## src/rtl/core/stms_pkg.sv

```systemverilog
// Package: constants, types and control store of the trimmed-mean scaler.
`default_nettype none
package stms_pkg;

	localparam int WINDOW    = 10;
	localparam int TRIM_D    = WINDOW - 2;
	localparam int SAMPLE_W  = 12;
	localparam int SLOT_W    = $clog2(WINDOW);
	localparam int SUM_W     = SAMPLE_W + $clog2(WINDOW);
	localparam int NUM_W     = SUM_W + 8;
	localparam int QUO_W     = 9;
	localparam int READING_W = 8;
	localparam int TSUM_W    = 15;
	localparam int MODE_W    = 2;
	localparam int PC_W      = 3;
	localparam int RECIP_W   = NUM_W + 2;
	localparam int PROD_W    = NUM_W + RECIP_W;
	localparam int SH_W      = $clog2(PROD_W);

	localparam logic [SAMPLE_W-1:0] SAMPLE_MAX = {SAMPLE_W{1'b1}};

	typedef enum logic [MODE_W-1:0] {
		MODE_REF3V   = 2'd0,
		MODE_SAT3300 = 2'd1,
		MODE_DIV16   = 2'd2,
		MODE_DIV4096 = 2'd3
	} mode_t;

	// scale factor and divisor per mode: floor(s * K / DIV)
	localparam logic [7:0] K_REF3V   = 8'd153;
	localparam logic [7:0] K_SAT3300 = 8'd255;
	localparam logic [7:0] K_DIV16   = 8'd1;
	localparam logic [7:0] K_DIV4096 = 8'd25;

	localparam int DIV_REF3V   = TRIM_D * 4095;
	localparam int DIV_SAT3300 = TRIM_D * 3300;
	localparam int DIV_DIV16   = TRIM_D * 16;
	localparam int DIV_DIV4096 = TRIM_D * 1024;

	// floor(x / DIV) = (x * RCP) >> SH for every x below 2**NUM_W
	localparam int SHN_REF3V   = NUM_W + $clog2(DIV_REF3V);
	localparam int SHN_SAT3300 = NUM_W + $clog2(DIV_SAT3300);
	localparam int SHN_DIV16   = NUM_W + $clog2(DIV_DIV16);
	localparam int SHN_DIV4096 = NUM_W + $clog2(DIV_DIV4096);

	function automatic logic [RECIP_W-1:0] recip_of(input int sh, input int div);
		logic [63:0] scaled;
		scaled = (64'd1 << sh) + 64'(div) - 64'd1;
		return RECIP_W'(scaled / 64'(div));
	endfunction

	localparam logic [RECIP_W-1:0] RCP_REF3V   = recip_of(SHN_REF3V, DIV_REF3V);
	localparam logic [RECIP_W-1:0] RCP_SAT3300 = recip_of(SHN_SAT3300, DIV_SAT3300);
	localparam logic [RECIP_W-1:0] RCP_DIV16   = recip_of(SHN_DIV16, DIV_DIV16);
	localparam logic [RECIP_W-1:0] RCP_DIV4096 = recip_of(SHN_DIV4096, DIV_DIV4096);

	localparam logic [SH_W-1:0] SH_REF3V   = SH_W'(SHN_REF3V);
	localparam logic [SH_W-1:0] SH_SAT3300 = SH_W'(SHN_SAT3300);
	localparam logic [SH_W-1:0] SH_DIV16   = SH_W'(SHN_DIV16);
	localparam logic [SH_W-1:0] SH_DIV4096 = SH_W'(SHN_DIV4096);

	typedef enum logic [2:0] {
		OP_LOAD = 3'd0,
		OP_ACC  = 3'd1,
		OP_TRIM = 3'd2,
		OP_MUL  = 3'd3,
		OP_DIV  = 3'd4,
		OP_OUT  = 3'd5
	} op_t;

	typedef enum logic [2:0] {
		C_ALWAYS   = 3'd0,
		C_IN_XFER  = 3'd1,
		C_IDX_LAST = 3'd2,
		C_OUT_FREE = 3'd4
	} cond_t;

	localparam logic [PC_W-1:0] PC_LOAD = 3'd0;
	localparam logic [PC_W-1:0] PC_ACC  = 3'd1;
	localparam logic [PC_W-1:0] PC_TRIM = 3'd2;
	localparam logic [PC_W-1:0] PC_MUL  = 3'd3;
	localparam logic [PC_W-1:0] PC_DIV  = 3'd4;
	localparam logic [PC_W-1:0] PC_OUT  = 3'd5;

	typedef struct packed {
		op_t             op;
		cond_t           cond;
		logic [PC_W-1:0] target;
		logic            hold;
	} ctrl_t;

	typedef struct packed {
		logic in_valid;
		logic idx_last;
		logic out_free;
	} status_t;

	// control store: jump to target when cond holds, else hold or step on
	function automatic ctrl_t ucode(input logic [PC_W-1:0] pc);
		ctrl_t cw;
		case (pc)
			PC_LOAD: cw = '{op: OP_LOAD, cond: C_IN_XFER,  target: PC_ACC,  hold: 1'b1};
			PC_ACC:  cw = '{op: OP_ACC,  cond: C_IDX_LAST, target: PC_TRIM, hold: 1'b1};
			PC_TRIM: cw = '{op: OP_TRIM, cond: C_ALWAYS,   target: PC_MUL,  hold: 1'b0};
			PC_MUL:  cw = '{op: OP_MUL,  cond: C_ALWAYS,   target: PC_DIV,  hold: 1'b0};
			PC_DIV:  cw = '{op: OP_DIV,  cond: C_ALWAYS,   target: PC_OUT,  hold: 1'b0};
			PC_OUT:  cw = '{op: OP_OUT,  cond: C_OUT_FREE, target: PC_LOAD, hold: 1'b1};
			default: cw = '{op: OP_LOAD, cond: C_ALWAYS,   target: PC_LOAD, hold: 1'b1};
		endcase
		return cw;
	endfunction

endpackage
`default_nettype wire

```

## src/rtl/core/stms_sample_if.sv

```systemverilog
// Interface: sample input channel.
`default_nettype none
interface stms_sample_if import stms_pkg::*; ();
	logic                valid;
	logic                ready;
	logic [SAMPLE_W-1:0] sample;

	modport source (output valid, output sample, input ready);
	modport sink (input valid, input sample, output ready);
endinterface
`default_nettype wire

```

## src/rtl/core/stms_result_if.sv

```systemverilog
// Interface: result output channel.
`default_nettype none
interface stms_result_if import stms_pkg::*; ();
	logic                 valid;
	logic                 ready;
	logic [READING_W-1:0] reading;
	logic [TSUM_W-1:0]    trimmed_sum;

	modport source (output valid, output reading, output trimmed_sum, input ready);
	modport sink (input valid, input reading, input trimmed_sum, output ready);
endinterface
`default_nettype wire

```

## src/rtl/core/sensor_trimmed_mean_scaler_core.sv

```systemverilog
// After a sample transfer the single-adder ring scan sums every slot, then one step
// each for trim, scale multiply, reciprocal multiply and output load follows.
// Output load waits for a free output register; no new sample is taken until then.
// A finished result waits in the output register while the next sample is taken.
// Reset: ring, write slot, scale mode and sequencer clear at once; no clearing pass.
`default_nettype none
module sensor_trimmed_mean_scaler_core import stms_pkg::*; (
	input  wire               clk,
	input  wire               arst_n,
	input  wire               cfg_we,
	input  wire  [MODE_W-1:0] cfg_wdata,
	stms_sample_if.sink       sample_ch,
	stms_result_if.source     result_ch
);

	ctrl_t   ctrl;
	status_t status;

	stms_seq u_seq (
		.clk    (clk),
		.arst_n (arst_n),
		.status (status),
		.ctrl   (ctrl)
	);

	stms_dp u_dp (
		.clk       (clk),
		.arst_n    (arst_n),
		.cfg_we    (cfg_we),
		.cfg_wdata (cfg_wdata),
		.ctrl      (ctrl),
		.status    (status),
		.sample_ch (sample_ch),
		.result_ch (result_ch)
	);

endmodule
`default_nettype wire

```

## src/rtl/core/stms_seq.sv

```systemverilog
// Microcode sequencer: step counter, control store lookup and jumps.
`default_nettype none
module stms_seq import stms_pkg::*; (
	input  wire     clk,
	input  wire     arst_n,
	input  status_t status,
	output ctrl_t   ctrl
);

	logic [PC_W-1:0] pc_q;
	logic [PC_W-1:0] pc_d;
	logic            cond_ok;

	always_comb begin
		ctrl = ucode(pc_q);
		case (ctrl.cond)
			C_ALWAYS:   cond_ok = 1'b1;
			C_IN_XFER:  cond_ok = status.in_valid;
			C_IDX_LAST: cond_ok = status.idx_last;
			C_OUT_FREE: cond_ok = status.out_free;
			default:    cond_ok = 1'b1;
		endcase
		if (cond_ok) begin
			pc_d = ctrl.target;
		end else if (ctrl.hold) begin
			pc_d = pc_q;
		end else begin
			pc_d = pc_q + PC_W'(1);
		end
	end

	always_ff @(posedge clk or negedge arst_n) begin
		if (!arst_n) begin
			pc_q <= PC_LOAD;
		end else begin
			pc_q <= pc_d;
		end
	end

endmodule
`default_nettype wire

```

## src/rtl/core/stms_dp.sv

```systemverilog
// Datapath: sample ring, scan accumulator, scale multiply, reciprocal multiply, output register.
`default_nettype none
module stms_dp import stms_pkg::*; (
	input  wire               clk,
	input  wire               arst_n,
	input  wire               cfg_we,
	input  wire  [MODE_W-1:0] cfg_wdata,
	input  ctrl_t             ctrl,
	output status_t           status,
	stms_sample_if.sink       sample_ch,
	stms_result_if.source     result_ch
);

	logic [SAMPLE_W-1:0]  ring_q [WINDOW];
	logic [SLOT_W-1:0]    slot_q;
	logic [SLOT_W-1:0]    idx_q;
	logic [SUM_W-1:0]     acc_q;
	logic [SAMPLE_W-1:0]  lo_q;
	logic [SAMPLE_W-1:0]  hi_q;
	logic [SUM_W-1:0]     tsum_q;
	logic [NUM_W-1:0]     num_q;
	logic [PROD_W-1:0]    prod_q;
	mode_t                mode_q;
	logic                 out_valid_q;
	logic [READING_W-1:0] reading_q;
	logic [TSUM_W-1:0]    osum_q;

	logic                 load_xfer;
	logic                 out_load;
	logic [SAMPLE_W-1:0]  cur;
	logic [7:0]           k_sel;
	logic [RECIP_W-1:0]   rcp_sel;
	logic [SH_W-1:0]      sh_sel;
	logic [QUO_W-1:0]     quo;

	assign sample_ch.ready = (ctrl.op == OP_LOAD);
	assign load_xfer = sample_ch.valid && (ctrl.op == OP_LOAD);

	assign status.in_valid = sample_ch.valid;
	assign status.idx_last = (idx_q == SLOT_W'(WINDOW - 1));
	assign status.out_free = !out_valid_q || result_ch.ready;

	assign out_load = (ctrl.op == OP_OUT) && status.out_free;

	assign result_ch.valid       = out_valid_q;
	assign result_ch.reading     = reading_q;
	assign result_ch.trimmed_sum = osum_q;

	assign cur = ring_q[idx_q];

	always_comb begin
		case (mode_q)
			MODE_REF3V: begin
				k_sel   = K_REF3V;
				rcp_sel = RCP_REF3V;
				sh_sel  = SH_REF3V;
			end
			MODE_SAT3300: begin
				k_sel   = K_SAT3300;
				rcp_sel = RCP_SAT3300;
				sh_sel  = SH_SAT3300;
			end
			MODE_DIV16: begin
				k_sel   = K_DIV16;
				rcp_sel = RCP_DIV16;
				sh_sel  = SH_DIV16;
			end
			MODE_DIV4096: begin
				k_sel   = K_DIV4096;
				rcp_sel = RCP_DIV4096;
				sh_sel  = SH_DIV4096;
			end
			default: begin
				k_sel   = K_REF3V;
				rcp_sel = RCP_REF3V;
				sh_sel  = SH_REF3V;
			end
		endcase
		quo = QUO_W'(prod_q >> sh_sel);
	end

	always_ff @(posedge clk or negedge arst_n) begin
		if (!arst_n) begin
			for (int i = 0; i < WINDOW; i++) begin
				ring_q[i] <= '0;
			end
			slot_q      <= '0;
			mode_q      <= MODE_REF3V;
			out_valid_q <= 1'b0;
		end else begin
			if (cfg_we) begin
				mode_q <= mode_t'(cfg_wdata);
			end
			if (load_xfer) begin
				ring_q[slot_q] <= sample_ch.sample;
				if (slot_q == SLOT_W'(WINDOW - 1)) begin
					slot_q <= '0;
				end else begin
					slot_q <= slot_q + SLOT_W'(1);
				end
			end
			if (out_load) begin
				out_valid_q <= 1'b1;
			end else if (result_ch.ready) begin
				out_valid_q <= 1'b0;
			end
		end
	end

	always_ff @(posedge clk) begin
		case (ctrl.op)
			OP_LOAD: begin
				idx_q <= '0;
				acc_q <= '0;
				lo_q  <= SAMPLE_MAX;
				hi_q  <= '0;
			end
			OP_ACC: begin
				acc_q <= acc_q + SUM_W'(cur);
				if (cur < lo_q) begin
					lo_q <= cur;
				end
				if (cur > hi_q) begin
					hi_q <= cur;
				end
				if (!status.idx_last) begin
					idx_q <= idx_q + SLOT_W'(1);
				end
			end
			OP_TRIM: begin
				tsum_q <= acc_q - SUM_W'(lo_q) - SUM_W'(hi_q);
			end
			OP_MUL: begin
				num_q <= NUM_W'(tsum_q) * NUM_W'(k_sel);
			end
			OP_DIV: begin
				prod_q <= PROD_W'(num_q) * PROD_W'(rcp_sel);
			end
			OP_OUT: begin
				if (out_load) begin
					reading_q <= (quo[QUO_W-1:READING_W] != '0) ? {READING_W{1'b1}}
						: quo[READING_W-1:0];
					osum_q    <= TSUM_W'(tsum_q);
				end
			end
			default: begin
			end
		endcase
	end

endmodule
`default_nettype wire

```

## src/flat_wrapper.sv

```systemverilog
// flat-port wrapper written by rule: the top's interface ports become plain ports
module sensor_trimmed_mean_scaler_core_flat import stms_pkg::*;
  (clk, arst_n, cfg_we, cfg_wdata, sample_ch_valid, sample_ch_sample, sample_ch_ready, result_ch_valid, result_ch_reading, result_ch_trimmed_sum, result_ch_ready);
  stms_sample_if sample_ch_i ();
  stms_result_if result_ch_i ();
  input  wire clk;
  input  wire arst_n;
  input  wire cfg_we;
  input  wire  [MODE_W-1:0] cfg_wdata;
  input wire logic [$bits(sample_ch_i.valid)-1:0] sample_ch_valid;
  input wire logic [$bits(sample_ch_i.sample)-1:0] sample_ch_sample;
  output wire logic [$bits(sample_ch_i.ready)-1:0] sample_ch_ready;
  output wire logic [$bits(result_ch_i.valid)-1:0] result_ch_valid;
  output wire logic [$bits(result_ch_i.reading)-1:0] result_ch_reading;
  output wire logic [$bits(result_ch_i.trimmed_sum)-1:0] result_ch_trimmed_sum;
  input wire logic [$bits(result_ch_i.ready)-1:0] result_ch_ready;
  assign sample_ch_i.valid = sample_ch_valid;
  assign sample_ch_i.sample = sample_ch_sample;
  assign sample_ch_ready = sample_ch_i.ready;
  assign result_ch_valid = result_ch_i.valid;
  assign result_ch_reading = result_ch_i.reading;
  assign result_ch_trimmed_sum = result_ch_i.trimmed_sum;
  assign result_ch_i.ready = result_ch_ready;
  sensor_trimmed_mean_scaler_core u_core (.clk(clk), .arst_n(arst_n), .cfg_we(cfg_we), .cfg_wdata(cfg_wdata), .sample_ch(sample_ch_i), .result_ch(result_ch_i));
endmodule
```

## config.mk

```make
export PLATFORM = sky130hd
export DESIGN_NAME = sensor_trimmed_mean_scaler_core_flat
export DESIGN_NICKNAME = d
export VERILOG_FILES = /design/src/rtl/core/stms_pkg.sv /design/src/rtl/core/stms_sample_if.sv /design/src/rtl/core/stms_result_if.sv /design/src/rtl/core/sensor_trimmed_mean_scaler_core.sv /design/src/rtl/core/stms_seq.sv /design/src/rtl/core/stms_dp.sv /design/src/flat_wrapper.sv
export SDC_FILE = /design/constraint.sdc
export NUM_CORES = 1
export LEC_CHECK = 0
export ABC_AREA = 1
export ABC_CLOCK_PERIOD_IN_PS = 6500
export BUFFER_PORTS_ARGS = -buffer_cell sky130_fd_sc_hd__buf_2
export CAP_MARGIN = 10
export CORE_MARGIN = 1.5
export CORE_UTILIZATION = 59
export CTS_CLUSTER_SIZE = 40
export DETAILED_ROUTE_END_ITERATION = 10
export GPL_ROUTABILITY_DRIVEN = 0
export PLACE_DENSITY = 0.82
export SYNTH_ARGS = -nofsm -noshare
export SYNTH_HDL_FRONTEND = slang
export SYNTH_HIERARCHICAL = 1
export SYNTH_SLANG_ARGS = --single-unit
```

## constraint.sdc

```tcl
create_clock -name clk -period 6.5 [get_ports clk]
set_input_delay 0.975 -clock clk [delete_from_list [all_inputs] [get_ports clk]]
set_output_delay 0.975 -clock clk [all_outputs]
set_load 0.02 [all_outputs]
```

==> metrics.cfg <==
[run_status]
status = complete, no violations

[logic_synthesis]
yosys_warnings = 6
synthFlopType = dfrtp_1
postSynthAreaPerCell_um2 = 8.648
ys_seq_elements = 254
synth_edf_count = 124
netlist.area_leader.share_pct = 20.45
async_flop_share_pct = 51.18
synth_cell_type_count = 52
synthTopCellsByArea = fa_1 (20%), ha_1 (17%), edfxtp_1 (14%)
seq_area_frac_synth_pct = 25.82
synthesis.area_um2 = 27020
yosysTopAreaCell = fa_1
syn_inst = 3125

[drt]
routed_wl_um = 69230
drt-vias-per-instance = 5.597
first_pass_iters = 6
vias = 21340
drc_errors = 0
drtAntennaViolNets = 0
avgRoutedWirePerCell_um = 18.15
drtIter0Drc = 2156

[critical_path]
crit_top_cell = inv_1
critical_path_class = reg2reg
cp.arrival_ps = 6660
critical_path.startpoint_type = flop
cp_max_fo = 4
required_ps = 6830
max_stage_delay_ps = 550
critPathSlowestCell = fa_2
end_kind = flop

[global_routing]
grt_overflow_total = 0
antenna_found_initial = 1
grt_max_degree = 78
grt_first_pass_wirelength_um = 109600
grt_use_total_pct = 29.49
grt_pass1_vias = 21720

[cts]
cts.clk_slew.worst_paths_ps = 60
cts_num_sinks = 254
ctsHoldBuffers = 0
cts.path.max_buffers = 3
root_buffer = clkbuf_16
clkLatencyLatePin_ps = 570
cts_buffers = 27
cts_tree = built
htree_num_levels = 1

[floorplan]
start_util_pct = 59.68
coreArea_um2 = 45280
io_pins = 44
row_count = 78
die-area_um2 = 47100
fp.dieH_um = 217.0
die_x_um = 217.0

[sta]
setup_viol = 0
finalCriticalPeriod_ps = 6334
timing.final.crit_share_pct = 97.45
maxSlewViolCount = 0
worst_hold_slack_ps = 348.0
fin_worst_skew_ps = 17.96
hold_viol = 0
fin_setup_tns_ps = 0
tightest_slew_ps = 1069
slew_headroom_pct = 28.66
max_freq_ghz = 0.1579

[finish]
final_cell_count_no_fill = 3813
final_nets = 3855
drive_above_1_share_pct = 8.185
diodes = 0
layout_commonest_cell = inv_1
layout_common_cells = inv_1 (705), nand2_1 (428), ha_1 (361)
area_delta_synth_final_pct = 8.505
n_fill_cell = 3535

[job]
max_cap_violations = 0

[min_path]
hp-class = in2async

[place]
post-place-cells = 3755
hpwl_um = 54090
portBuffers = 43

-- worst paths after layout --
| path | startpoint | to | slack (ps) | cells after the start |
|---|---|---|---|---|
| max | u_core/u_dp/mode_q[0] | u_core/u_dp/prod_q[45] | 170 | 33 |
| min | arst_n | u_core/u_dp/result_ch.valid | 350 | 1 |
| min in group clk | u_core/u_dp/tsum_q[14] | u_core/u_dp/result_ch.trimmed_sum[14] | 460 | 0 |
| max in group asynchronous | arst_n | u_core/u_dp/ring_q[72] | 4730 | 2 |
| min reg2reg | u_core/u_dp/tsum_q[14] | u_core/u_dp/result_ch.trimmed_sum[14] | 460 | 0 |
| max reg2reg | u_core/u_dp/mode_q[0] | u_core/u_dp/prod_q[45] | 170 | 33 |
-- worst max-delay path: cells and delay by family (launching register included) --
family | cells | cell delay [ps]
flops | 1 | 360
compound gates | 1 | 100
simple gates | 13 | 1510
buf+inv | 11 | 730
fa+ha+maj | 8 | 3400
-- cells by family after synthesis --
| group | Yosys count | share of synthesized area (%) |
|---|---|---|
| AO/OA/AOI/OAI | 476 | 9.459 |
| XOR/XNOR | 59 | 1.940 |
| adder cells (fa/ha/maj) | 644 | 37.48 |
| buffers and inverters | 782 | 11.09 |
| flip-flops | 254 | 25.82 |
| other | 2 | 0.02779 |
| AND/OR/NAND/NOR | 908 | 14.18 |
-- what timing repair did --
action / CTS / global route
pin swaps: 0 / 20
gates cloned: 0 / 1
gates resized for setup: 4 / 91
buffers inserted: 0 / 6
endpoints found under the setup margin: 7 / 17
-- cell type report --
cell class | instances | area (um2) | area share [%]
Sequential cell | 254 | 6977 | 23.79
Clock inverter | 16 | 112.6 | 0.3840
Clock buffer | 34 | 711.9 | 2.428
Tap cell | 600 | 750.7 | 2.560
Inverter | 720 | 2706 | 9.229
Multi-Input combinational cell | 2090 | 17370 | 59.23
Timing Repair Buffer | 99 | 695.7 | 2.372
-- flip-flops by register name, summed over array words and instances (netlist names), 4 cells and up --
signal and count:
u_core/u_dp/result_ch.reading 8, u_core/u_dp/num_q 24, u_core/u_dp/hi_q 12, u_core/u_dp/idx_q 4
u_core/u_dp/prod_q 17, u_core/u_dp/acc_q 16, u_core/u_dp/slot_q 4, u_core/u_dp/result_ch.trimmed_sum 15
u_core/u_dp/tsum_q 16, u_core/u_dp/lo_q 12, u_core/u_dp/ring_q 120
-- metrics by stage --
stage	instance area (um2)	setup slack, ps	util (%)
after global routing	29320	-165.2	64.75
after CTS	28930	7.559	63.88
after global placement	28090	173.1	62.04
after floorplan	27030	215.2	-
after detailed placement	28090	-57.42	62.04
final	29320	166.0	64.75
-- synthesized netlist by cell type, drive strengths merged (2+ instances only) --
| master | instances |
|---|---|
| nor4 | 10 |
| o21ai | 225 |
| nand4 | 17 |
| nor3 | 18 |
| a211oi | 2 |
| xnor2 | 14 |
| and3 | 4 |
| inv | 719 |
| o2111ai | 4 |
| ha | 368 |
| xor2 | 45 |
| nor2 | 294 |
| a221oi | 2 |
| a21o | 20 |
| edfxtp | 124 |
| a21boi | 2 |
| buf | 34 |
| conb | 2 |
| nand2 | 439 |
| fa | 276 |
| a21oi | 193 |
| or2 | 4 |
| clkbuf | 28 |
| o21a | 6 |
| o21bai | 10 |
| dfrtp | 130 |
| nand3 | 120 |
| a31oi | 10 |
-- layer usage --
metal	GRT usage, %	wire (um)	vias to the layer above
met3	4.053	5131	243
met2	51.16	33960	975
met5	0	13	-
li1	-	-	9989
met1	36.12	26250	10130
met4	14.54	3870	2
Power is not shown: default switching activity piles up to over one toggle a cycle in this logic, so the estimate is an artifact.
